[src/slp_pkg.sv]
// Shared types and constants for the sampler voice playback block.
`timescale 1ns / 1ps
package slp_pkg;

  localparam int ADDR_W     = 16;
  localparam int CFG_IDX_W  = 3;
  localparam int CFG_DATA_W = 24;
  localparam int PITCH_W    = 24;
  localparam int LSTART_W   = 16;
  localparam int LEND_W     = 17;
  localparam int LEN_W      = 17;
  localparam int MODE_W     = 3;
  localparam int IDX_W      = 18;

  localparam logic [PITCH_W-1:0] PITCH_RST = 24'h010000;
  localparam logic [LEND_W-1:0]  LEND_RST  = 17'h10000;

  typedef enum logic [1:0] {
    OP_LOAD  = 2'd0,
    OP_START = 2'd1,
    OP_TICK  = 2'd2
  } opcode_t;

  typedef enum logic [CFG_IDX_W-1:0] {
    REG_PITCH  = 3'd0,
    REG_LSTART = 3'd1,
    REG_LEND   = 3'd2,
    REG_LEN    = 3'd3,
    REG_MODE   = 3'd4
  } cfg_reg_t;

  typedef enum logic [MODE_W-1:0] {
    MODE_NONE    = 3'd0,
    MODE_FWD     = 3'd1,
    MODE_REV     = 3'd2,
    MODE_PING    = 3'd3,
    MODE_ONESHOT = 3'd4
  } loop_mode_t;

  typedef struct packed {
    logic zero;
    logic ended;
  } tick_ctl_t;

endpackage

[src/slp_if.sv]
// Channel interfaces: input items, result items and configuration writes.
`timescale 1ns / 1ps
interface slp_in_if #(parameter int SAMPLE_BITS = 16);
  import slp_pkg::*;
  logic                          valid;
  logic                          ready;
  logic [1:0]                    opcode;
  logic [ADDR_W-1:0]             address;
  logic signed [SAMPLE_BITS-1:0] sample_in;
  modport source (output valid, opcode, address, sample_in, input ready);
  modport sink   (input valid, opcode, address, sample_in, output ready);
endinterface


interface slp_cfg_if;
  import slp_pkg::*;
  logic                  valid;
  logic                  ready;
  logic [CFG_IDX_W-1:0]  index;
  logic [CFG_DATA_W-1:0] data;
  modport source (output valid, index, data, input ready);
  modport sink   (input valid, index, data, output ready);
endinterface

[src/slp_voice.sv]
// Voice control: config registers, position, loop rule, memory access issue.
`timescale 1ns / 1ps
module slp_voice #(
  parameter int STORE_DEPTH = 65536,
  parameter int SAMPLE_BITS = 16,
  parameter int FRAC_BITS   = 16
) (
  input  logic                               clk,
  input  logic                               rst_n,
  slp_in_if.sink                             in_ch,
  slp_cfg_if.sink                            cfg_ch,
  input  logic                               take,
  output logic                               s1_valid,
  output slp_pkg::tick_ctl_t                 s1_ctl,
  output logic [FRAC_BITS-1:0]               s1_frac,
  output logic                               wr_en,
  output logic [$clog2(STORE_DEPTH)-1:0]     wr_addr,
  output logic signed [SAMPLE_BITS-1:0]      wr_data,
  output logic                               rd_en,
  output logic [$clog2(STORE_DEPTH)-1:0]     rd_addr0,
  output logic [$clog2(STORE_DEPTH)-1:0]     rd_addr1
);
  import slp_pkg::*;

  localparam int AW    = $clog2(STORE_DEPTH);
  localparam int POS_W = FRAC_BITS + IDX_W;
  localparam int WB    = POS_W + 3;
  localparam int XW    = (AW > IDX_W) ? AW : IDX_W;
  localparam int LW    = (AW > ADDR_W) ? AW : ADDR_W;
  localparam int SHL   = (FRAC_BITS >= 16) ? FRAC_BITS - 16 : 0;
  localparam int SHR   = (FRAC_BITS >= 16) ? 0 : 16 - FRAC_BITS;
  localparam logic signed [WB-1:0] POS_HI = {{(WB-POS_W+1){1'b0}}, {(POS_W-1){1'b1}}};
  localparam logic signed [WB-1:0] POS_LO = ~POS_HI;

  logic [PITCH_W-1:0]      pitch_r;
  logic [LSTART_W-1:0]     lstart_r;
  logic [LEND_W-1:0]       lend_r;
  logic [LEN_W-1:0]        len_r;
  logic [MODE_W-1:0]       mode_r;

  logic signed [POS_W-1:0] pos_r, pos_nxt;
  logic                    back_r, back_nxt;
  logic                    end_r, end_nxt;

  logic                    s1_valid_r, s1_valid_nxt;
  tick_ctl_t               s1_ctl_r;
  logic [FRAC_BITS-1:0]    s1_frac_r;

  logic                    acc, tick_acc, start_acc;
  logic [IDX_W-1:0]        idx;
  logic [XW-1:0]           idx_x;
  logic [LW-1:0]           ld_x;
  logic                    pos_neg, len_zero, end_interp, end_adv, looping;
  logic signed [WB-1:0]    step_w, pos_x, p, pn, s_fx, e_fx, len_fx;
  tick_ctl_t               ctl_nxt;

  assign cfg_ch.ready = 1'b1;
  assign in_ch.ready  = !s1_valid_r || take;
  assign acc          = in_ch.valid && in_ch.ready;
  assign tick_acc     = acc && (in_ch.opcode == OP_TICK);
  assign start_acc    = acc && (in_ch.opcode == OP_START);

  // sample writes
  assign ld_x    = LW'(in_ch.address);
  assign wr_en   = acc && (in_ch.opcode == OP_LOAD);
  assign wr_addr = ld_x[AW-1:0];
  assign wr_data = in_ch.sample_in;

  // neighbor reads
  assign idx      = pos_r[POS_W-1:FRAC_BITS];
  assign idx_x    = XW'(idx);
  assign rd_en    = tick_acc;
  assign rd_addr0 = idx_x[AW-1:0];
  assign rd_addr1 = AW'(idx_x + XW'(1));

  assign pos_neg    = pos_r[POS_W-1];
  assign len_zero   = (len_r == '0);
  assign end_interp = !pos_neg && !len_zero
                      && ((IDX_W+1)'(idx) + (IDX_W+1)'(1) >= (IDX_W+1)'(len_r));

  assign step_w = $signed((WB'(pitch_r) << SHL) >> SHR);
  assign pos_x  = WB'(pos_r);
  assign s_fx   = $signed(WB'(lstart_r) << FRAC_BITS);
  assign e_fx   = $signed(WB'(lend_r) << FRAC_BITS);
  assign len_fx = $signed(WB'(len_r) << FRAC_BITS);
  assign p      = back_r ? pos_x - step_w : pos_x + step_w;
  assign looping = (mode_r == MODE_FWD) || (mode_r == MODE_REV) || (mode_r == MODE_PING);

  always_comb begin
    pn       = p;
    back_nxt = back_r;
    end_adv  = 1'b0;
    case (mode_r)
      MODE_FWD: begin
        if (p >= e_fx) pn = p + (s_fx - e_fx);
      end
      MODE_REV: begin
        if (p <= s_fx) pn = p + (e_fx - s_fx);
      end
      MODE_PING: begin
        if (!back_r && p >= e_fx) begin
          back_nxt = 1'b1;
          pn       = (e_fx <<< 1) - p;
        end else if (back_r && p <= s_fx) begin
          back_nxt = 1'b0;
          pn       = (s_fx <<< 1) - p;
        end
      end
      MODE_NONE, MODE_ONESHOT: begin
        if (p >= len_fx) end_adv = 1'b1;
      end
      default: begin
      end
    endcase
    if (pn > POS_HI) pn = POS_HI;
    if (pn < POS_LO) pn = POS_LO;
  end

  always_comb begin
    pos_nxt      = pos_r;
    end_nxt      = end_r;
    s1_valid_nxt = take ? 1'b0 : s1_valid_r;
    ctl_nxt.zero  = pos_neg || len_zero || end_interp;
    ctl_nxt.ended = (end_r || end_interp || end_adv) && !looping;
    if (tick_acc) begin
      pos_nxt      = pn[POS_W-1:0];
      end_nxt      = end_r || end_interp || end_adv;
      s1_valid_nxt = 1'b1;
    end else if (start_acc) begin
      pos_nxt = '0;
      end_nxt = 1'b0;
    end
  end

  always_ff @(posedge clk) begin
    if (!rst_n) begin
      pos_r      <= '0;
      back_r     <= 1'b0;
      end_r      <= 1'b0;
      s1_valid_r <= 1'b0;
      pitch_r    <= PITCH_RST;
      lstart_r   <= '0;
      lend_r     <= LEND_RST;
      len_r      <= '0;
      mode_r     <= MODE_NONE;
    end else begin
      pos_r      <= pos_nxt;
      end_r      <= end_nxt;
      s1_valid_r <= s1_valid_nxt;
      if (tick_acc) begin
        back_r <= back_nxt;
      end else if (start_acc) begin
        back_r <= 1'b0;
      end
      if (cfg_ch.valid) begin
        case (cfg_ch.index)
          REG_PITCH:  pitch_r  <= cfg_ch.data[PITCH_W-1:0];
          REG_LSTART: lstart_r <= cfg_ch.data[LSTART_W-1:0];
          REG_LEND:   lend_r   <= cfg_ch.data[LEND_W-1:0];
          REG_LEN:    len_r    <= cfg_ch.data[LEN_W-1:0];
          REG_MODE:   mode_r   <= cfg_ch.data[MODE_W-1:0];
          default: begin
          end
        endcase
      end
    end
  end

  always_ff @(posedge clk) begin
    if (tick_acc) begin
      s1_ctl_r  <= ctl_nxt;
      s1_frac_r <= pos_r[FRAC_BITS-1:0];
    end
  end

  assign s1_valid = s1_valid_r;
  assign s1_ctl   = s1_ctl_r;
  assign s1_frac  = s1_frac_r;

endmodule

[src/flat_wrapper.sv]
// flat-port wrapper written by rule: the top's interface ports become plain ports
module slp_voice_flat import slp_pkg::*;
#(
  parameter int STORE_DEPTH = 65536,
  parameter int SAMPLE_BITS = 16,
  parameter int FRAC_BITS   = 16
)
  (clk, rst_n, take, s1_valid, s1_ctl, s1_frac, wr_en, wr_addr, wr_data, rd_en, rd_addr0, rd_addr1, in_ch_valid, in_ch_opcode, in_ch_address, in_ch_sample_in, in_ch_ready, cfg_ch_valid, cfg_ch_index, cfg_ch_data, cfg_ch_ready);
  slp_in_if #(.SAMPLE_BITS(SAMPLE_BITS)) in_ch_i ();
  slp_cfg_if cfg_ch_i ();
  input  logic clk;
  input  logic rst_n;
  input  logic take;
  output logic s1_valid;
  output slp_pkg::tick_ctl_t s1_ctl;
  output logic [FRAC_BITS-1:0] s1_frac;
  output logic wr_en;
  output logic [$clog2(STORE_DEPTH)-1:0] wr_addr;
  output logic signed [SAMPLE_BITS-1:0] wr_data;
  output logic rd_en;
  output logic [$clog2(STORE_DEPTH)-1:0] rd_addr0;
  output logic [$clog2(STORE_DEPTH)-1:0] rd_addr1;
  input wire logic [$bits(in_ch_i.valid)-1:0] in_ch_valid;
  input wire logic [$bits(in_ch_i.opcode)-1:0] in_ch_opcode;
  input wire logic [$bits(in_ch_i.address)-1:0] in_ch_address;
  input wire logic [$bits(in_ch_i.sample_in)-1:0] in_ch_sample_in;
  output wire logic [$bits(in_ch_i.ready)-1:0] in_ch_ready;
  input wire logic [$bits(cfg_ch_i.valid)-1:0] cfg_ch_valid;
  input wire logic [$bits(cfg_ch_i.index)-1:0] cfg_ch_index;
  input wire logic [$bits(cfg_ch_i.data)-1:0] cfg_ch_data;
  output wire logic [$bits(cfg_ch_i.ready)-1:0] cfg_ch_ready;
  assign in_ch_i.valid = in_ch_valid;
  assign in_ch_i.opcode = in_ch_opcode;
  assign in_ch_i.address = in_ch_address;
  assign in_ch_i.sample_in = in_ch_sample_in;
  assign in_ch_ready = in_ch_i.ready;
  assign cfg_ch_i.valid = cfg_ch_valid;
  assign cfg_ch_i.index = cfg_ch_index;
  assign cfg_ch_i.data = cfg_ch_data;
  assign cfg_ch_ready = cfg_ch_i.ready;
  slp_voice #(.STORE_DEPTH(STORE_DEPTH), .SAMPLE_BITS(SAMPLE_BITS), .FRAC_BITS(FRAC_BITS)) u_core (.clk(clk), .rst_n(rst_n), .in_ch(in_ch_i), .cfg_ch(cfg_ch_i), .take(take), .s1_valid(s1_valid), .s1_ctl(s1_ctl), .s1_frac(s1_frac), .wr_en(wr_en), .wr_addr(wr_addr), .wr_data(wr_data), .rd_en(rd_en), .rd_addr0(rd_addr0), .rd_addr1(rd_addr1));
endmodule
[config.mk]
export PLATFORM = sky130hd
export DESIGN_NAME = slp_voice_flat
export DESIGN_NICKNAME = d
export VERILOG_FILES = /design/src/slp_pkg.sv /design/src/slp_if.sv /design/src/slp_voice.sv /design/src/flat_wrapper.sv
export SDC_FILE = /design/constraint.sdc
export NUM_CORES = 1
export LEC_CHECK = 0
export ABC_AREA = 1
export BUFFER_PORTS_ARGS = -buffer_cell sky130_fd_sc_hd__buf_2
export CAP_MARGIN = 30
export CORE_MARGIN = 5
export CORE_UTILIZATION = 30
export CTS_CLUSTER_SIZE = 12
export DETAILED_ROUTE_END_ITERATION = 10
export SETUP_SLACK_MARGIN = 0.4
export SKIP_CTS_REPAIR_TIMING = 1
export SYNTH_ARGS = -nofsm -noshare
export SYNTH_HDL_FRONTEND = slang
export SYNTH_SLANG_ARGS = --single-unit
[constraint.sdc]
create_clock -name clk -period 6.86 [get_ports clk]
set_input_delay 0.686 -clock clk [delete_from_list [all_inputs] [get_ports clk]]
set_output_delay 0.686 -clock clk [all_outputs]
set_load 0.02 [all_outputs]
After elaboration in Yosys (flattened, before gate mapping). Index checks and enable logic that the tools add are counted.

$add $sub $neg: 10. $lt $le $gt $ge: 6. Equality and inequality tests: 12. Mux-type cells: 20. Reductions and logical operators: 34.

Operators with widths (count): 37-bit two-way mux (6); 37-bit case mux with 3 select lines (1); 34-bit two-way mux (3); 37-bit adder (2); 37-bit by 34-bit >= comparator with 1-bit output (2); 37-bit by 34-bit greater-than comparator with 1-bit output, second input constant (1); 37-bit by 33-bit less-or-equal comparator with 1-bit output (1); 37-bit by 34-bit less-than comparator with 1-bit output, second input constant (1); 34-bit by 37-bit subtractor with 37-bit output (1); 35-bit by 37-bit subtractor with 37-bit output (1); 34-bit by 25-bit adder with 35-bit output (1); 34-bit by 25-bit subtractor with 35-bit output (1); 32-bit by 33-bit subtractor with 34-bit output (1); 33-bit by 32-bit subtractor with 34-bit output (1); 18-bit by 1-bit adder with 19-bit output, second input constant (1); 19-bit by 17-bit >= comparator with 1-bit output (1); 17-bit zero test (1); 16-bit by 1-bit adder with 16-bit output, second input constant (1); 3-bit by 2-bit equality test with 1-bit output, second input constant (4); 1-bit two-way mux (10); 2-bit AND reduction (5); 1-bit logical AND (9); 1-bit logical OR (7); 3-bit by 1-bit equality test with 1-bit output, second input constant (2); 11 further kinds (18).

Register bits: 132. Input port bits: 66. Output and inout port bits: 87. Logic and storage cells: 94.

Depth between registers and ports, before layout.
Word-level depth: 12. Gate-level depth with buffers: 52. Mapped depth without buffers: 51.

Worst setup path after synthesis. OpenSTA, ideal clock, no wires.

Path kind: flip-flop to flip-flop. Start point: register u_core.pitch_r[0]. End point: register u_core.pos_r[19]. Library setup time: 0.132 ns. Data arrival time: 5.641 ns. Data required time: 6.728 ns. Slack: 1.087 ns. Cell stages (with the launch flop): 49. Buffers on the path: 1. Period minus slack after synthesis: 5.773 ns. Cells stage by stage: dfxtp_1 nor3_1 and3_1 inv_1 nor3_1 nand2_1 nor3_1 nand2_1 nor3_1 nand2_1 nand2_1 o21a_1 o21ai_1 xnor2_1 ha_1 nand2_1 inv_1 a21oi_1 [13 not listed] nand2_1 nor2_1 nor2_2 nand2_4 nand2_4 nor2_8 inv_4 nor2_1 nand2_1 nand2_1 nor2_1 nand2_1 nand2_2 a21oi_2 nor2_4 buf_6 nand2_1 a21oi_2.

Longest elaborated chain between the ends: 12. Elaborated cells on any way between the ends: 21. Classes of those cells: add/sub: 6; order compare: 4; mux: 9; reduce/logical: 2.

Ends and longest elaborated chain: from (decl) (RTL line slp_voice.sv:35) `logic [PITCH_W-1:0] pitch_r;`; from (signal assigned) (RTL line slp_voice.sv:157) `REG_PITCH: pitch_r <= cfg_ch.data[PITCH_W-1:0];`; 34-bit by 25-bit adder with 35-bit output / 34-bit by 25-bit subtractor with 35-bit output (equally long branches) (RTL line slp_voice.sv:86) `assign p = back_r ? pos_x - step_w : pos_x + step_w;`; 37-bit two-way mux (*) (RTL line slp_voice.sv:86); 37-bit by 33-bit less-or-equal comparator with 1-bit output (RTL line slp_voice.sv:98, slp_voice.sv:104); 1-bit logical AND (RTL line slp_voice.sv:104) `end else if (back_r && p <= s_fx) begin`; 37-bit two-way mux (RTL line slp_voice.sv:104); 37-bit two-way mux (RTL line slp_voice.sv:101) `if (!back_r && p >= e_fx) begin`; 37-bit case mux with 3 select lines (*) (RTL line slp_voice.sv:93) `case (mode_r)`; 37-bit by 34-bit greater-than comparator with 1-bit output (RTL line slp_voice.sv:115) `if (pn > POS_HI) pn = POS_HI;`; 37-bit two-way mux (*) (RTL line slp_voice.sv:115); 37-bit by 34-bit less-than comparator with 1-bit output (RTL line slp_voice.sv:116) `if (pn < POS_LO) pn = POS_LO;`; 34-bit two-way mux (*) (RTL line slp_voice.sv:116); 34-bit two-way mux (*) (RTL line slp_voice.sv:125) `if (tick_acc) begin`; to (signal assigned) (RTL line slp_voice.sv:147) `pos_r <= pos_nxt;`; to (decl) (RTL line slp_voice.sv:41) `logic signed [POS_W-1:0] pos_r, pos_nxt;`.

Every way passes the cells marked *; elsewhere a longest branch is shown, timed or not. A chain may end at the register's enable or synchronous reset.

Worst setup path after layout.
Start point: register u_core.pitch_r[0]. End point: register u_core.pos_r[14].

Same word-level chain as after synthesis.

==> results_dict.tcl <==
set metrics [dict create \
    period_minus_slack_ps 6480 \
    detail-route-antenna-nets 0 \
    core_um2 56500 \
    timing.final.ws_setup_ps 379 \
    cts_tree "done" \
    cpMaxStageDelayCell "ha_1" \
    drc 0 \
    synth_fa_ha_area_share_pct 15.1 \
    finClkSkew_ps 11.7 \
    yosysSeqAreaShare_pct 16.5 \
    pre_cts_slack_ps 165 \
    cp.required_ps 7170 \
    routedWlPerCell_um 20.1 \
    synth-seq-cells 132 \
    setup_viol 0 \
    pwr_density_cell_nw_per_um2 209 \
    fill_cells 6128 \
    synth_enable_flop_cells 18 \
    slew_headroom_pct 33.2 \
    syn-cell-area_um2 17100 \
    cts_inserted_buffers 17 \
    hold_class "in2reg" \
    grt_pass1_wl_um 105000 \
    layout.cells.non_filler 3610 \
    rsz0062_at_grt "true" \
    initial_core_util_pct 30.3 \
    worst_pin_slew_ps 1000 \
    grt_max_degree 79 \
    grt_use_total_pct 21.7 \
    final_core_util_pct 35.6 \
    setup_tns_ps 0 \
    synth_simple_gate_area_share_pct 31.2 \
    routed_wl_um 72600 \
    synth.distinct_cells 66 \
    detail_route.iter0.violations 1852 \
    cts.path.max_buffers 2 \
    synthXorXnorAreaFrac_pct 6.34 \
    die_w_um 249 \
    clk_latency_ps 460 \
    via_count 19036 \
    die_area_um2 61900 \
    multiInputGateArea_um2 12900 \
    max_stage_delay_ps 360 \
    crit_path_start_kind "flip-flop" \
    first_pass_iters 6 \
    synthMuxAreaShare_pct 0 \
    crit_type "reg2reg" \
    synthArstFlopShare_pct 0 \
    final-seq-area_um2 2830 \
    grt_pass1_vias 17424 \
    final_common_cell "nand2_1" \
    hpwl_um 58500 \
    crit_fanout 8 \
    grt.overflow.total 0 \
    synth_nets 3014 \
    nets 3110 \
    num_rows 87 \
    power_leakage_nw 10.0 \
    maxSlewViolCount 0 \
    crit_arrival_ps 6790 \
    vdd_ir_drop_max_mv 0.184 \
    vias_per_cell 5.27 \
    clk_pin_slew_ps 70 \
    cts_root_buf "clkbuf_16" \
    max_freq_ghz 0.154 \
    die_h_um 249 \
    port-buffer-count 87 \
    end_kind "flip-flop" \
    cap_violations 0 \
    layout-drive-gt1-share_pct 15.5 \
    yosys_warnings 0 \
    antenna_found_initial 5 \
    synth_top_family_by_area "simple AND/OR/NAND/NOR gates" \
    dp.cells 3554 \
    antenna_cells 0 \
    cts_max_level 4 \
    reg2reg_depth 45 \
    min_period_over_period_pct 94.5 \
    fin_hold_ws_ps 453 \
    crit_path_frequent_cell "nand2_1" \
    cts.sinks 132 \
    hold_depth 3 \
    syn_inst 2745 \
    top_level_ports 153 \
    hold_violations 0 \
    synth-compound-area-share_pct 18.9 \
    gp_congestion 1.03 \
    status "completed" \
    mostFrequentLayoutCells "629 x nand2_1, 338 x inv_1, 285 x a21oi_1" \
    avgSynthCellArea_um2 6.24 \
    area_delta_synth_final_pct 17.3 \
    synth_ff_type "dfxtp_1" \
]
final timing paths:
path	start	end	slack (ps)
max	u_core.pitch_r[0]$_SDFFE_PN0P_	u_core.pos_r[14]$_SDFFE_PN0P_	380
max reg2reg	u_core.pitch_r[0]$_SDFFE_PN0P_	u_core.pos_r[14]$_SDFFE_PN0P_	380
min reg2reg	u_core.end_r$_SDFFE_PN0P_	u_core.end_r$_SDFFE_PN0P_	470
min	cfg_ch_data[17]	u_core.pitch_r[17]$_SDFFE_PN0P_	450
cell families after synthesis:
group,after synthesis
compound gates,592
xor+xnor,124
fa+ha+maj,203
buf+inv,473
flops,132
other cells,1
simple gates,1220
metal layers:
metal  wire length (um)  track usage, %  up-vias
met5                 20               0        -
met4               3200            7.79        2
met3               6250            3.47      170
met2              31700            34.0      855
met1              31400            30.3     8775
li1                   -               -     9234
synthesized netlist by cell type, types with 15 or more instances:
master    count  area share [%]
a21o_1       15            0.66
a21oi_1     298             8.7
buf_4        53             2.3
clkbuf_1     36            0.79
dfxtp_1     114              13
edfxtp_1     18             3.2
ha_1        198              14
inv_1       348             7.6
nand2_1     663              15
nand2_2      32             1.2
nand3_1     144             4.2
nand4_1      40             1.5
nor2_1      223             4.9
nor2_2       20            0.73
nor3_1       36             1.1
o21ai_0     174             5.1
o21bai_1     16            0.70
xnor2_1      32             1.6
xor2_1       92             4.7
worst max-delay path, delay by kind of cell, from the launching register on:
kind	cells	cell delay (ps)
adder cells (fa/ha/maj)	3	830
AO/OA/AOI/OAI	5	970
XOR/XNOR	1	200
buffers and inverters	9	910
flip-flops	1	340
AND/OR/NAND/NOR	27	3050
power by group:
part           total, W  internal, W  switching, W
registers      0.000861     0.000818     0.0000425
logic           0.00233     0.000787       0.00154
clock network   0.00100     0.000562      0.000442
total           0.00419      0.00217       0.00202
state kept, by name (all words and copies together), names as in the netlist:
register,flops
u_core.lstart_r,16
u_core.pitch_r,24
u_core.back_r,1
u_core.len_r,17
u_core.pos_r,34
u_core.mode_r,3
u_core.s1_frac,16
u_core.s1_ctl,2
u_core.end_r,1
u_core.s1_valid,1
u_core.lend_r,17
through the flow:
stage                     power, W  instance area, um^2
final                      0.00419                20100
after global routing       0.00446                20100
after CTS                  0.00399                19100
after detailed placement   0.00299                18500
after global placement     0.00299                18400
after floorplan            0.00237                17100
final cells by class:
type / count / share of cell area (%)
Multi-Input combinational cell: 2140 / 64.2
Sequential cell: 132 / 14.1
Timing Repair Buffer: 186 / 6.98
Inverter: 364 / 6.86
Tap cell: 756 / 4.71
Clock buffer: 17 / 2.12
Clock inverter: 15 / 1.05
Power figures use the tool's default switching activity.
