<file path="config.mk">
export PLATFORM = sky130hd
export DESIGN_NAME = slp_interp_flat
export DESIGN_NICKNAME = d
export VERILOG_FILES = /design/src/slp_pkg.sv /design/src/slp_if.sv /design/src/slp_interp.sv /design/src/flat_wrapper.sv
export SDC_FILE = /design/constraint.sdc
export NUM_CORES = 1
export LEC_CHECK = 0
export ABC_AREA = 1
export BUFFER_PORTS_ARGS = -buffer_cell sky130_fd_sc_hd__buf_2
export CAP_MARGIN = 5
export CORE_MARGIN = 2
export CORE_UTILIZATION = 45
export CTS_CLUSTER_DIAMETER = 80
export DETAILED_ROUTE_END_ITERATION = 10
export GPL_TIMING_DRIVEN = 0
export RECOVER_POWER = 50
export SLEW_MARGIN = 20
export SYNTH_ARGS = -nofsm -noshare
export SYNTH_HDL_FRONTEND = slang
export SYNTH_SLANG_ARGS = --single-unit
</file>
<file path="constraint.sdc">
create_clock -name clk -period 9.4 [get_ports clk]
set_clock_uncertainty 0.1 [all_clocks]
set_input_delay 0.47 -clock clk [delete_from_list [all_inputs] [get_ports clk]]
set_output_delay 0.47 -clock clk [all_outputs]
set_load 0.02 [all_outputs]
</file>
<file path="src/slp_pkg.sv">
// Shared types and constants for the sampler voice playback block.
`timescale 1ns / 1ps
package slp_pkg;

  localparam int ADDR_W     = 16;
  localparam int CFG_IDX_W  = 3;
  localparam int CFG_DATA_W = 24;
  localparam int PITCH_W    = 24;
  localparam int LSTART_W   = 16;
  localparam int LEND_W     = 17;
  localparam int LEN_W      = 17;
  localparam int MODE_W     = 3;
  localparam int IDX_W      = 18;

  localparam logic [PITCH_W-1:0] PITCH_RST = 24'h010000;
  localparam logic [LEND_W-1:0]  LEND_RST  = 17'h10000;

  typedef enum logic [1:0] {
    OP_LOAD  = 2'd0,
    OP_START = 2'd1,
    OP_TICK  = 2'd2
  } opcode_t;

  typedef enum logic [CFG_IDX_W-1:0] {
    REG_PITCH  = 3'd0,
    REG_LSTART = 3'd1,
    REG_LEND   = 3'd2,
    REG_LEN    = 3'd3,
    REG_MODE   = 3'd4
  } cfg_reg_t;

  typedef enum logic [MODE_W-1:0] {
    MODE_NONE    = 3'd0,
    MODE_FWD     = 3'd1,
    MODE_REV     = 3'd2,
    MODE_PING    = 3'd3,
    MODE_ONESHOT = 3'd4
  } loop_mode_t;

  typedef struct packed {
    logic zero;
    logic ended;
  } tick_ctl_t;

endpackage

</file>
<file path="src/slp_if.sv">


interface slp_out_if #(parameter int SAMPLE_BITS = 16);
  logic                          valid;
  logic                          ready;
  logic signed [SAMPLE_BITS-1:0] audio_out;
  logic                          ended;
  modport source (output valid, audio_out, ended, input ready);
  modport sink   (input valid, audio_out, ended, output ready);
endinterface


</file>
<file path="src/slp_interp.sv">
// Linear interpolation of the two read samples and the result register.
`timescale 1ns / 1ps
module slp_interp #(
  parameter int SAMPLE_BITS = 16,
  parameter int FRAC_BITS   = 16
) (
  input  logic                          clk,
  input  logic                          rst_n,
  input  logic                          s1_valid,
  input  slp_pkg::tick_ctl_t            s1_ctl,
  input  logic [FRAC_BITS-1:0]          s1_frac,
  input  logic signed [SAMPLE_BITS-1:0] rd_data0,
  input  logic signed [SAMPLE_BITS-1:0] rd_data1,
  output logic                          take,
  slp_out_if.source                     out_ch
);
  import slp_pkg::*;

  localparam int PW = SAMPLE_BITS + FRAC_BITS + 2;
  localparam logic signed [PW-1:0] HALF = PW'(1) <<< (FRAC_BITS - 1);

  logic                          out_valid_r;
  logic signed [SAMPLE_BITS-1:0] audio_r, audio_nxt;
  logic                          ended_r;

  logic signed [SAMPLE_BITS:0]   diff;
  logic signed [FRAC_BITS:0]     fr;
  logic signed [PW-1:0]          prod, q;
  logic signed [SAMPLE_BITS+1:0] res;

  // s1 + round((s2 - s1) * frac / one)
  assign diff = (SAMPLE_BITS+1)'(rd_data1) - (SAMPLE_BITS+1)'(rd_data0);
  assign fr   = $signed({1'b0, s1_frac});
  assign prod = PW'(diff * fr);
  assign q    = (prod + HALF) >>> FRAC_BITS;
  assign res  = (SAMPLE_BITS+2)'(rd_data0) + q[SAMPLE_BITS+1:0];
  assign audio_nxt = s1_ctl.zero ? '0 : res[SAMPLE_BITS-1:0];

  assign take = !out_valid_r || out_ch.ready;

  always_ff @(posedge clk) begin
    if (!rst_n) begin
      out_valid_r <= 1'b0;
    end else if (take) begin
      out_valid_r <= s1_valid;
    end
  end

  always_ff @(posedge clk) begin
    if (take && s1_valid) begin
      audio_r <= audio_nxt;
      ended_r <= s1_ctl.ended;
    end
  end

  assign out_ch.valid     = out_valid_r;
  assign out_ch.audio_out = audio_r;
  assign out_ch.ended     = ended_r;

endmodule

</file>
<file path="src/flat_wrapper.sv">
// flat-port wrapper written by rule: the top's interface ports become plain ports
module slp_interp_flat import slp_pkg::*;
#(
  parameter int SAMPLE_BITS = 16,
  parameter int FRAC_BITS   = 16
)
  (clk, rst_n, s1_valid, s1_ctl, s1_frac, rd_data0, rd_data1, take, out_ch_valid, out_ch_audio_out, out_ch_ended, out_ch_ready);
  slp_out_if #(.SAMPLE_BITS(SAMPLE_BITS)) out_ch_i ();
  input  logic clk;
  input  logic rst_n;
  input  logic s1_valid;
  input  slp_pkg::tick_ctl_t s1_ctl;
  input  logic [FRAC_BITS-1:0] s1_frac;
  input  logic signed [SAMPLE_BITS-1:0] rd_data0;
  input  logic signed [SAMPLE_BITS-1:0] rd_data1;
  output logic take;
  output wire logic [$bits(out_ch_i.valid)-1:0] out_ch_valid;
  output wire logic [$bits(out_ch_i.audio_out)-1:0] out_ch_audio_out;
  output wire logic [$bits(out_ch_i.ended)-1:0] out_ch_ended;
  input wire logic [$bits(out_ch_i.ready)-1:0] out_ch_ready;
  assign out_ch_valid = out_ch_i.valid;
  assign out_ch_audio_out = out_ch_i.audio_out;
  assign out_ch_ended = out_ch_i.ended;
  assign out_ch_i.ready = out_ch_ready;
  slp_interp #(.SAMPLE_BITS(SAMPLE_BITS), .FRAC_BITS(FRAC_BITS)) u_core (.clk(clk), .rst_n(rst_n), .s1_valid(s1_valid), .s1_ctl(s1_ctl), .s1_frac(s1_frac), .rd_data0(rd_data0), .rd_data1(rd_data1), .take(take), .out_ch(out_ch_i));
endmodule
</file>
After elaboration in Yosys (flattened, before gate mapping)
Index checks and enable logic that the tools add are counted.
Widths: inputs -> output; s select.
{"block": "classes", "n_addsub": 3, "mul": 1, "reduce_logical": 3}
{"operator": "$add 32x17->32 const B", "count": 1}
{"operator": "$mul 17x17->32", "count": 1}
{"operator": "$sub 16x16->17", "count": 1}
{"operator": "$add 16x16->16", "count": 1}
{"operator": "$logic_and 1x1->1", "count": 1}
{"operator": "$logic_not 1->1", "count": 1}
{"operator": "$logic_or 1x1->1", "count": 1}
{"block": "totals", "regBits": 18, "inputBits": 54}

Longest topological paths before layout
Gate-level depths: netlist of the first run.
{"block": "depth", "depth_word": 4, "depth_mapped": 46, "depth_no_buf": 46}

Worst setup path before layout of the first run
No wires, ideal clock.
{"block": "synth_timing", "path_type": "in2reg", "startpoint": "in rd_data1[0]", "endpoint": "reg u_core.audio_r[15] (netlist: u_core.out_ch.audio_out[15]) (data pin)", "arrival_time_ns": 8.006, "required_ns": 9.045, "path_slack_ns": 1.039, "stages": 40, "path_buffers": 1, "path_cell_list": "inv_1 ha_1 fa_1 inv_1 nand2_1 nand2_1 o21ai_1 o21ai_2 nand3_1 nand3_1 nand2_1 buf_2 inv_1 nand2_1 fa_1 inv_1 fa_1 fa_1 (+4 left out) inv_1 ha_1 nand2_1 nor4_1 nand3_1 nand4_1 nand2_1 o211ai_1 a21oi_1 xor2_1 ha_1 nand2_1 inv_1 a221o_1 a31oi_1 nand3_1 a21oi_1 nor2_1"}
{"block": "synth_via", "elab_chain_cells": 4}
{"item": "from (decl)", "line_no": "flat_wrapper.sv:15", "source": "input logic signed [SAMPLE_BITS-1:0] rd_data1;"}
{"item": "$sub 16x16->17", "line_no": "slp_interp.sv:32", "source": "assign diff = (SAMPLE_BITS+1)'(rd_data1) - (SAMPLE_BITS+1)'(rd_data0);"}
{"item": "$mul 17x17->32", "line_no": "slp_interp.sv:34", "source": "assign prod = PW'(diff * fr);"}
{"item": "$add 32x17->32", "line_no": "slp_interp.sv:35", "source": "assign q = (prod + HALF) >>> FRAC_BITS;"}
{"item": "$add 16x16->16", "line_no": "slp_interp.sv:36", "source": "assign res = (SAMPLE_BITS+2)'(rd_data0) + q[SAMPLE_BITS+1:0];"}
{"item": "to (signal assigned)", "line_no": "slp_interp.sv:51", "source": "audio_r <= audio_nxt;"}
{"item": "to (decl)", "line_no": "slp_interp.sv:23", "source": "logic signed [SAMPLE_BITS-1:0] audio_r, audio_nxt;"}
No other way between the ends.
A chain may end at the register's enable or synchronous reset.

Worst setup path after layout of the first run
{"block": "layout_timing", "startpoint": "in rd_data0[2]", "endpoint": "reg u_core.audio_r[15] (netlist: u_core.out_ch.audio_out[15]) (data pin)"}
{"block": "layout_via", "elab_chain_cells": 4}
{"item": "from (decl)", "line_no": "flat_wrapper.sv:14", "source": "input logic signed [SAMPLE_BITS-1:0] rd_data0;"}
{"item": "$sub 16x16->17", "line_no": "slp_interp.sv:32"}
{"item": "$mul 17x17->32", "line_no": "slp_interp.sv:34"}
{"item": "$add 32x17->32", "line_no": "slp_interp.sv:35"}
{"item": "$add 16x16->16 (*)", "line_no": "slp_interp.sv:36"}
Every way passes the cells marked *; elsewhere a longest branch is shown, timed or not.

==> results of run 1 <==
worst reg2reg max path: cells and delay by family, from the launching register on:
family | cells | cell delay [ns]
AOI/OAI and AO/OA | 1 | 0.33
buffers and inverters | 1 | 0.65
DFF | 1 | 0.32
state kept, by name, summed over array words and instances, names as in the netlist:
name,count
u_core.out_ch.audio_out,16
u_core.out_ch.ended,1
u_core.out_ch.valid,1
logic make-up after synthesis:
| group | Yosys count | share of synthesized area (%) |
|---|---|---|
| AO/OA/AOI/OAI | 146 | 6.84 |
| XOR/XNOR | 28 | 2.33 |
| adder cells (fa/ha/maj) | 392 | 56.1 |
| buffers and inverters | 475 | 14.5 |
| flip-flops | 18 | 4.31 |
| AND/OR/NAND/NOR | 486 | 15.9 |
cells in the final DEF, fill, tap and decap left out, types with 2 or more instances in the layout:
master,Yosys,routed
a21o_1,3,3
a21oi_1,75,71
a21oi_2,1,5
a31oi_1,5,4
buf_2,2,64
buf_4,1,18
clkbuf_1,23,31
clkbuf_16,0,3
edfxtp_1,17,17
fa_1,268,266
fa_2,0,2
ha_1,124,118
ha_2,0,6
inv_1,440,437
inv_2,7,8
nand2_1,227,216
nand2_2,3,12
nand2_4,1,2
nand3_1,36,35
nand3_2,1,2
nand4_1,6,6
nor2_1,191,190
nor3_1,8,5
nor3_2,2,5
nor4_1,3,2
o2111ai_1,3,2
o211ai_1,2,2
o21a_1,5,5
o21ai_0,31,28
o21ai_1,3,3
o21ai_2,2,4
o21bai_1,7,7
o31ai_1,2,2
or2_2,6,6
xnor2_1,10,9
xor2_1,14,10
xor2_2,3,6
xor2_4,1,2
final cells by class:
cell class	instances	share of cell area [%]
plain buffers	25	0.758
clock buffers	4	0.582
repair buffers	87	3.44
inverters	449	12.5
multi-input cells	1052	75.6
well taps	341	3.15
flip-flops and latches	18	3.92
worst max-delay path by stage:
stage	endpoint	cells after the start	start
floorplan	u_core.out_ch.audio_out[15]	40	rd_data1[0]
global placement	u_core.out_ch.audio_out[15]	42	rd_data0[0]
detailed placement	u_core.out_ch.audio_out[15]	42	rd_data0[0]
CTS	u_core.out_ch.audio_out[15]	41	rd_data0[0]
global route	u_core.out_ch.audio_out[15]	45	rd_data0[2]
finish	u_core.out_ch.audio_out[15]	42	rd_data0[2]
routing by layer:
metal | track usage [%] | up-vias | wire [µm]
li1 | - | 4737 | -
met1 | 31.1 | 4966 | 13700
met2 | 42.5 | 286 | 16400
met3 | 3.36 | 58 | 1870
met4 | 6.28 | 0 | 930
met5 | 0 | - | 0
stage by stage:
stage                     cell area [µm²]  instances  setup TNS, ns  hold WS (ns)  util (%)
after global routing                13500       1976        -0.0207         0.282      50.2
after global placement              13100       1956          -3.31         0.393      48.6
after CTS                           13200       1962              0         0.288      49.1
final                               13500       1976              0         0.292      50.2
after floorplan                     12300       1545              0         0.469         -
after detailed placement            13100       1957          -3.97         0.419      48.7
timing repair:
item,4_1_cts,5_1_grt
endpoints found under the setup margin,9,9
resized for setup,9,50
hold buffers,0,0
pin swaps,3,9
setup buffers,2,14
==> results by group, run 1 <==
Setup path
  • Cell family with most CP delay: adder cells
  • CP Launch Type: input port
  • CP arrival: 8.85 ns
  • Critical path's largest stage delay: 0.56 ns
  • Length in cells of the worst reg-to-reg path: 2
  • Worst-path maximum fanout: 10
  • Worst path bufs/invs: 7
  • Reg2reg setup slack: 7.63 ns
  • Most used cell, CP: fa_1
  • CP Capture Type: register
  • CP Class: in -> reg
  • End of the worst register-to-register path: u_core.out_ch.audio_out[8]
  • Critical R2R Launch: u_core.out_ch.valid
  • Worst path required time: 9.30 ns
  • CP max stage cell: fa_1

Synth
  • Most frequent cell after synthesis: inv_1
  • Library cells used by synthesis: 45
  • Synth Register Bits: 18
  • Synth Instances: 1545
  • Post-synthesis sequential area ratio: 4.31%
  • Synth async-reset ratio: 0%
  • Number of flops mapped to enable cells by yosys: 17
  • Synth warn: 0
  • Dominant cells by area after synthesis: fa_1 44%, inv_1 13%, ha_1 13%
  • Mean Syn Cell Area: 7.98 µm²
  • Synth Flop Type: edfxtp_1
  • Synth top area share: 43.5%
  • Most frequent cells after synthesis: 440 x inv_1, 268 x fa_1, 227 x nand2_1
  • Synthesized Nets: 1991
  • Cell taking the most area after synthesis: fa_1
  • Post-Synthesis Cell Area: 12300 µm²

Job
  • Max Cap Viol: 0

Finish
  • # nets final: 2082
  • Layout cells sized above 1: 9.72%
  • Multi-input gate area: 10200 µm²
  • Layout fillers: 2660
  • Sequential cell area: 531 µm²
  • Inserted Diodes: 0
  • Area Overhead vs Synth: 9.82%

Timing
  • Actual slew at the worst max-slew pin: 0.791 ns
  • Final hold violation count: 0
  • Final period util: 95.1%
  • Fin crit period: 8.94 ns
  • Final worst setup slack: 0.459 ns
  • Fin. max-slew vios: 0
  • Endpoints failing setup: 0
  • Max_slew headroom: 47.3%
  • F_max: 0.112 GHz

Placed design
  • Placer Congestion: 0.934
  • Final HPWL DP: 29300 µm
  • Place WS: -0.656 ns
  • I/O Buffers: 70

Outcome
  • Outcome: completed

Global routing
  • Initial antenna violation count: 0
  • All-layer global routing usage: 24.0%
  • Largest net degree at the start of global routing: 15
  • Vias in the first global route: 10400
  • Grt ovf: 0
  • First-pass GRT wire length: 53000 µm

Clocking
  • Clock Latency Late Sink: 0.25 ns
  • Clk Tree Root Cell: clkbuf_16
  • CTS tree: done
  • Clock-pin slew on the worst setup and hold paths: 0.05 ns
  • CTS Buf Count: 3
  • Clock Path Buffers: 2
  • Clk sink count: 18
  • Number of H-tree levels: 1

Die
  • Die footprint: 28700 µm²
  • Die height: 169 µm
  • Starting Density: 45.7%
  • Row Count: 60
  • Die Width: 169 µm
  • Ports: 73
  • Core Area: 27000 µm²

Drt
  • Total Routed Length: 32900 µm
  • Post-route ant nets: 0
  • Remaining DRCs: 0
  • DR pass1 iterations: 5
  • Vias: 10000
  • DR vias/cell: 5.08
  • Mean routed wirelength per cell: 16.6 µm
  • DR iter-0 viols: 537

Hold path
  • Hold depth: 1
  • Hold endpoint: u_core.out_ch.ended
  • HP Class: in -> reg
  • HP Start: s1_ctl[0]
Power of run 1 is left out: the tool's default activity adds up to more than one toggle a clock period on the data nets, which glitch-free logic cannot reach.
==> inputs of run 2 (changes only) <==
--- a/config.mk
+++ b/config.mk
@@ -14,4 +14,5 @@
 export DETAILED_ROUTE_END_ITERATION = 10
 export GPL_TIMING_DRIVEN = 0
+export HOLD_SLACK_MARGIN = 0.05
 export RECOVER_POWER = 50
 export SLEW_MARGIN = 20
==> constraint.sdc (replaced) <==
create_clock -name clk -period 9.4 [get_ports clk]
set_clock_uncertainty 0.1 [all_clocks]
set_input_delay 1.41 -clock clk [delete_from_list [all_inputs] [get_ports clk]]
set_output_delay 1.41 -clock clk [all_outputs]
set_load 0.02 [all_outputs]
==> run 2 against run 1 <==
  * The flow now finishes with violations (setup timing)
  * Die area unchanged
  * Global-route usage increased by 1.0 points
  * Non-clock buffer count rose by 68
  * Wire length is 5.8% higher
  * Cell area up 9.9%
  * Maximum frequency decreased by 6.1%
  * Worst setup slack got worse by 0.58 ns
  * Largest cell class unchanged
  * Highest routed layer unchanged
==> results by group, run 2 (synthesized netlist as in run 1, its figures left out) <==
Placed design
  • I/O Buffers: 70 (unchanged)
  • Placer Congestion: 0.934 (unchanged)
  • Final HPWL DP: 29300 µm (unchanged)
  • Placed instance count: 1957 (unchanged)

Timing
  • Max_slew headroom: 45.0% (-2.3 points)
  • Final hold violation count: 0 (unchanged)
  • Final worst setup slack: -0.125 ns (-0.584 ns)
  • Fin. max-slew vios: 0 (unchanged)
  • RSZ-0062 raised after global routing: yes
  • Actual slew at the worst max-slew pin: 0.824 ns (+0.0338 ns)
  • Endpoints failing setup: 5 (+5)
  • F_max: 0.105 GHz (-6.1%)
  • Fin crit period: 9.53 ns (+0.584 ns)
  • Final period util: 101% (+6.2 points)

Die
  • Starting Density: 45.7% (unchanged)
  • Die footprint: 28700 µm² (unchanged)
  • Ports: 73 (unchanged)
  • Row Count: 60 (unchanged)
  • Core Area: 27000 µm² (unchanged)
  • Die height: 169 µm (unchanged)
  • Die Width: 169 µm (unchanged)

Drt
  • DR pass1 iterations: 5 (unchanged)
  • Remaining DRCs: 0 (unchanged)
  • DR iter-0 viols: 631 (+18%)
  • Vias: 10400 (+3.8%)
  • DR vias/cell: 5.10 (+0.34%)
  • Mean routed wirelength per cell: 17.0 µm (+2.3%)
  • Post-route ant nets: 0 (unchanged)
  • Total Routed Length: 34800 µm (+5.8%)

Clocking
  • Clock-pin slew on the worst setup and hold paths: 0.05 ns (about the same)
  • CTS Buf Count: 3 (unchanged)
  • Clk sink count: 18 (unchanged)
  • Number of H-tree levels: 1 (unchanged)
  • Clock Latency Late Sink: 0.25 ns (about the same)
  • CTS tree: done
  • Hold Buf Count CTS: 0 (unchanged)
  • Clk Tree Root Cell: clkbuf_16
  • Clock Path Buffers: 2 (unchanged)

Global routing
  • Grt ovf: 0 (unchanged)
  • First-pass GRT wire length: 55300 µm (+4.3%)
  • All-layer global routing usage: 25.1% (+1.0 points)
  • Initial antenna violation count: 0 (unchanged)
  • Vias in the first global route: 10900 (+4.8%)
  • Largest net degree at the start of global routing: 15 (unchanged)

Setup path
  • Worst-path maximum fanout: 4 (-6)
  • CP arrival: 9.43 ns (+0.58 ns)
  • CP Class: in -> reg
  • Most used cell, CP: fa_1
  • CP Capture Type: register
  • Length in cells of the worst reg-to-reg path: 2 (unchanged)
  • Reg2reg setup slack: 7.59 ns (-0.04 ns)
  • Worst path required time: 9.31 ns (about the same)
  • End of the worst register-to-register path: u_core.out_ch.audio_out[0]
  • Critical R2R Launch: u_core.out_ch.valid
  • Critical path's largest stage delay: 0.56 ns (about the same)
  • CP max stage cell: fa_1
  • CP Launch Type: input port

Finish
  • # nets final: 2150 (+3.3%)
  • Layout fillers: 2525 (-5.1%)
  • Most common cell after layout, fill and taps aside: inv_1
  • Layout cells sized above 1: 19.8% (+10 points)
  • Inserted Diodes: 0 (unchanged)
  • Max reg flops: 16 (unchanged)
  • Cell Count, Final, Fillers Out: 2044 (+3.4%)
  • Area Overhead vs Synth: 20.7%
  • Most frequent cells in the layout: 411 x inv_1, 258 x fa_1, 196 x nand2_1

Hold path
  • HP Start: u_core.out_ch.valid
  • Hold endpoint: u_core.out_ch.valid
  • HP Class: reg -> reg
  • Hold depth: 2 (+1)

Job
  • Max Cap Viol: 0 (unchanged)

Outcome
  • Failing checks: setup timing
  • Outcome: finished, violations left
==> run 2: cell count changes in the layout (fill, tap and decap cells not counted), moves of 9 or more <==
| cell | change |
|---|---|
| nand2_1 | -20 |
| ha_4 | +19 |
| nor2_1 | -11 |
| nand2_4 | +10 |
| a21oi_1 | -13 |
| buf_6 | +13 |
| buf_4 | +56 |
| inv_2 | +16 |
| ha_1 | -14 |
| inv_1 | -26 |
| nor2_2 | +9 |
==> run 2: stage by stage <==
| stage | TNS, ns | cell area [µm²] | utilization (%) | setup WS (ns) | hold slack [ns] |
|---|---|---|---|---|---|
| after floorplan | 0 | 12300 | - | 0.0989 | 0.629 |
| after global placement | -15.87 | 13100 | 48.6 | -1.54 | 0.393 |
| after detailed placement | -16.91 | 13100 | 48.7 | -1.60 | 0.419 |
| after CTS | -0.112 | 14200 | 52.7 | -0.112 | 0.427 |
| after global routing | -2.36 | 14900 | 55.2 | -0.443 | 0.453 |
| final | -0.303 | 14900 | 55.2 | -0.125 | 0.407 |
==> run 2: final cells by class <==
cell class	count	area (µm²)	area share [%]
flip-flops and latches	18	531	3.57
inverters	449	1730	11.6
well taps	341	427	2.87
multi-input cells	1052	10900	73.1
repair buffers	155	1090	7.33
clock buffers	4	78.8	0.530
plain buffers	25	145	0.976
==> run 2: worst max-delay path by stage <==
stage | startpoint | to | slack [ns] | depth (start not counted)
6_report | rd_data1[0] | u_core.out_ch.audio_out[15] | -0.13 | 45
4_1_cts | rd_data1[0] | u_core.out_ch.audio_out[15] | -0.11 | 44
3_3_place_gp | rd_data0[0] | u_core.out_ch.audio_out[15] | -1.54 | 42
2_1_floorplan | rd_data1[0] | u_core.out_ch.audio_out[15] | 0.1 | 40
5_1_grt | rd_data0[7] | u_core.out_ch.audio_out[15] | -0.44 | 44
3_5_place_dp | rd_data0[0] | u_core.out_ch.audio_out[15] | -1.60 | 42
==> run 2: repair_timing <==
| item | CTS | global route |
|---|---|---|
| gates resized for setup | 138 | 113 |
| pin swaps | 80 | 96 |
| setup buffers | 49 | 35 |
| setup endpoints to repair | 15 | 11 |
==> run 2: worst max-delay path: cells and delay by family <==
kind | cells | cell delay [ns]
compound gates | 10 | 1.78
simple gates | 12 | 1.10
fa+ha+maj | 10 | 4.07
xor+xnor | 1 | 0.19
buf+inv | 12 | 0.85
==> run 2: metal layers <==
| metal | wire length, µm | global-route usage [%] | part of all wire (%) | vias to the layer above |
|---|---|---|---|---|
| met3 | 2120 | 4.01 | 6.1 | 76 |
| met2 | 17400 | 44.4 | 50 | 304 |
| met4 | 1360 | 8.21 | 3.9 | 0 |
| met1 | 13900 | 31.4 | 40 | 5167 |
| met5 | 0 | 0 | 0 | - |
| li1 | - | - | - | 4881 |
Power of run 2 is left out for the same reason.
==> inputs of run 3 (changes only) <==
ABC_AREA = not set   (was 1)
==> run 3 against run 2 <==
  * The run still ends with setup timing left
  * Worst setup slack lost 1.1 ns
  * Global-route usage shrank 0.71 points
  * Critical path depth shrank 4
  * Maximum frequency shrank 10%
  * Highest routed layer unchanged
  * First-iteration DRC count shrank 19%
  * Core utilization shrank 1.9 points
  * Worst hold slack gained 0.032 ns
==> results by group, run 3 <==
Synth
  • Post-synthesis sequential area ratio: 4.15% (-0.15 points)
  • Synthesized Nets: 1917 (-3.7%)
  • Library cells used by synthesis: 59 (+31%)
  • Synth top area share: 42.0% (-1.5 points)
  • Synth Flop Type: edfxtp_1
  • Synth Instances: 1471 (-4.8%)
  • Synth async-reset ratio: 0% (unchanged)
  • Number of flops mapped to enable cells by yosys: 17 (unchanged)
  • Cell taking the most area after synthesis: fa_1
  • Most frequent cells after synthesis: 368 x inv_1, 268 x fa_1, 162 x nand2_1
  • Synth Register Bits: 18 (unchanged)
  • Synth warn: 0 (unchanged)
  • Most frequent cell after synthesis: inv_1
  • Mean Syn Cell Area: 8.68 µm² (+8.9%)
  • Dominant cells by area after synthesis: fa_1 42%, ha_1 12%, inv_1 11%
  • Post-Synthesis Cell Area: 12800 µm² (+3.7%)

Setup path
  • Most used cell, CP: fa_1
  • Critical R2R Launch: u_core.out_ch.valid
  • CP Class: in -> reg
  • CP max stage cell: fa_1
  • Critical path's largest stage delay: 0.56 ns (about the same)
  • Worst path required time: 9.29 ns (-0.02 ns)
  • Length in cells of the worst reg-to-reg path: 2 (unchanged)
  • Worst-path maximum fanout: 4 (unchanged)
  • End of the worst register-to-register path: u_core.out_ch.audio_out[11]
  • CP Launch Type: input port
  • CP arrival: 10.48 ns (+1.05 ns)
  • Reg2reg setup slack: 7.89 ns (+0.30 ns)
  • CP Capture Type: register

Clocking
  • Clock Path Buffers: 2 (unchanged)
  • Number of H-tree levels: 1 (unchanged)
  • CTS tree: done
  • Clk Tree Root Cell: clkbuf_16
  • CTS Buf Count: 3 (unchanged)
  • Clk sink count: 18 (unchanged)
  • Clock Latency Late Sink: 0.25 ns (about the same)
  • Clock-pin slew on the worst setup and hold paths: 0.05 ns (about the same)

Finish
  • Area Overhead vs Synth: 16.2%
  • Layout cells sized above 1: 14.8% (-5.1 points)
  • # nets final: 2037 (-5.3%)
  • Cell Count, Final, Fillers Out: 1968 (-3.7%)
  • Max reg flops: 16 (unchanged)
  • Inserted Diodes: 0 (unchanged)
  • Most frequent cells in the layout: 357 x inv_1, 258 x fa_1, 161 x nand2_1
  • Layout fillers: 2628 (+4.1%)
  • Most common cell after layout, fill and taps aside: inv_1

Drt
  • Post-route ant nets: 0 (unchanged)
  • DR iter-0 viols: 514 (-19%)
  • DR pass1 iterations: 5 (unchanged)
  • Vias: 10000 (-4.0%)
  • DR vias/cell: 5.08 (-0.33%)
  • Total Routed Length: 35000 µm (+0.72%)
  • Mean routed wirelength per cell: 17.8 µm (+4.6%)
  • Remaining DRCs: 0 (unchanged)

Placed design
  • Placer Congestion: 0.862 (-7.7%)
  • I/O Buffers: 61 (-13%)
  • Final HPWL DP: 28600 µm (-2.1%)
  • Placed instance count: 1910 (-2.4%)

Hold path
  • HP Class: reg -> reg
  • Hold depth: 2 (unchanged)
  • HP Start: u_core.out_ch.valid
  • Hold endpoint: u_core.out_ch.valid

Die
  • Core Area: 27900 µm² (+3.4%)
  • Starting Density: 45.9% (+0.13 points)
  • Die footprint: 29700 µm² (+3.6%)
  • Die height: 172 µm (+1.8%)
  • Ports: 73 (unchanged)
  • Row Count: 61 (+1.7%)
  • Die Width: 172 µm (+1.8%)

Timing
  • RSZ-0062 raised after global routing: yes
  • Endpoints failing setup: 11 (+6)
  • Final hold violation count: 0 (unchanged)
  • Max_slew headroom: 44.8% (-0.20 points)
  • Actual slew at the worst max-slew pin: 0.827 ns (+0.00297 ns)
  • F_max: 0.0945 GHz (-10%)
  • Fin. max-slew vios: 0 (unchanged)
  • Final period util: 113% (+11 points)
  • Final worst setup slack: -1.19 ns (-1.06 ns)
  • Fin crit period: 10.59 ns (+1.06 ns)

Outcome
  • Outcome: finished, violations left
  • Failing checks: setup timing

Global routing
  • Initial antenna violation count: 0 (unchanged)
  • All-layer global routing usage: 24.4% (-0.71 points)
  • Largest net degree at the start of global routing: 18 (+3)
  • Grt ovf: 0 (unchanged)
  • First-pass GRT wire length: 55000 µm (-0.50%)
  • Vias in the first global route: 10300 (-5.2%)

Job
  • Max Cap Viol: 0 (unchanged)
run 3: changes by cell type in the layout (fill, tap and decap cells not counted), moves of 12 or more:
cell / previous run / this run
nor2_1: 179 / 34
buf_2: 60 / 40
nand2_1: 196 / 161
nand2_2: 20 / 1
a21oi_1: 58 / 17
nand2_4: 12 / 0
inv_2: 24 / 10
and2_1: 0 / 119
buf_4: 74 / 50
inv_1: 411 / 357
clkbuf_1: 27 / 65
nor2b_1: 0 / 40
run 3: area by class of cell:
cell class | instances | area (µm²) | share of cell area (%)
multi-input cells | 1022 | 11300 | 76.0
inverters | 368 | 1390 | 9.39
repair buffers | 115 | 742 | 5.00
flip-flops and latches | 18 | 531 | 3.57
well taps | 378 | 473 | 3.19
plain buffers | 63 | 350 | 2.36
clock buffers | 3 | 75.1 | 0.506
clock inverters | 1 | 3.75 | 0.0253
run 3: per-stage QoR:
stage	area (µm²)	hold WS (ns)	utilization [%]	worst slack (ns)	setup TNS (ns)
after detailed placement	13700	0.429	49.1	-2.34	-21.21
final	14800	0.439	53.3	-1.19	-6.91
after global placement	13700	0.400	49.1	-2.29	-19.98
after global routing	14800	0.493	53.3	-1.38	-9.95
after floorplan	12900	0.650	-	-0.639	-1.38
after CTS	14500	0.436	52.2	-1.20	-6.68
run 3: what timing repair did:
action | CTS | global route
setup buffers | 42 | 13
gates resized for setup | 88 | 48
pin swaps | 80 | 61
setup endpoints to repair | 15 | 14
hold buffers | 0 | 0
run 3: cell families (layout without fill, tap and decap cells):
group | after synthesis | after routing | share of synthesized area [%]
compound gates | 129 | 129 | 7.28
fa+ha+maj | 392 | 392 | 54.1
simple gates | 448 | 448 | 17.9
xor+xnor | 46 | 46 | 3.15
buf+inv | 431 | 550 | 12.9
flops | 18 | 18 | 4.15
mux | 7 | 7 | 0.558
run 3: worst max path at each step:
| stage | startpoint | end | slack (ns) | depth (start not counted) |
|---|---|---|---|---|
| global route | rd_data1[0] | u_core.out_ch.audio_out[15] | -1.38 | 41 |
| finish | rd_data1[0] | u_core.out_ch.audio_out[15] | -1.19 | 41 |
| CTS | rd_data1[0] | u_core.out_ch.audio_out[15] | -1.20 | 39 |
| detailed placement | rd_data1[0] | u_core.out_ch.audio_out[15] | -2.34 | 39 |
| floorplan | rd_data1[0] | u_core.out_ch.audio_out[15] | -0.64 | 40 |
| global placement | rd_data1[0] | u_core.out_ch.audio_out[15] | -2.29 | 39 |
run 3: critical path, delay by kind of cell:
kind	cells	cell delay, ns
AND/OR/NAND/NOR	7	0.98
XOR/XNOR	2	0.35
adder cells (fa/ha/maj)	10	4.00
AO/OA/AOI/OAI	13	2.97
buffers and inverters	9	0.77
run 3: metal layers:
layer	global-route usage (%)	part of all wire (%)
met1	34.1	44
met2	42.5	50
met4	3.65	1.8
met3	1.74	4.4
met5	0	0
Power of run 3 is left out for the same reason.
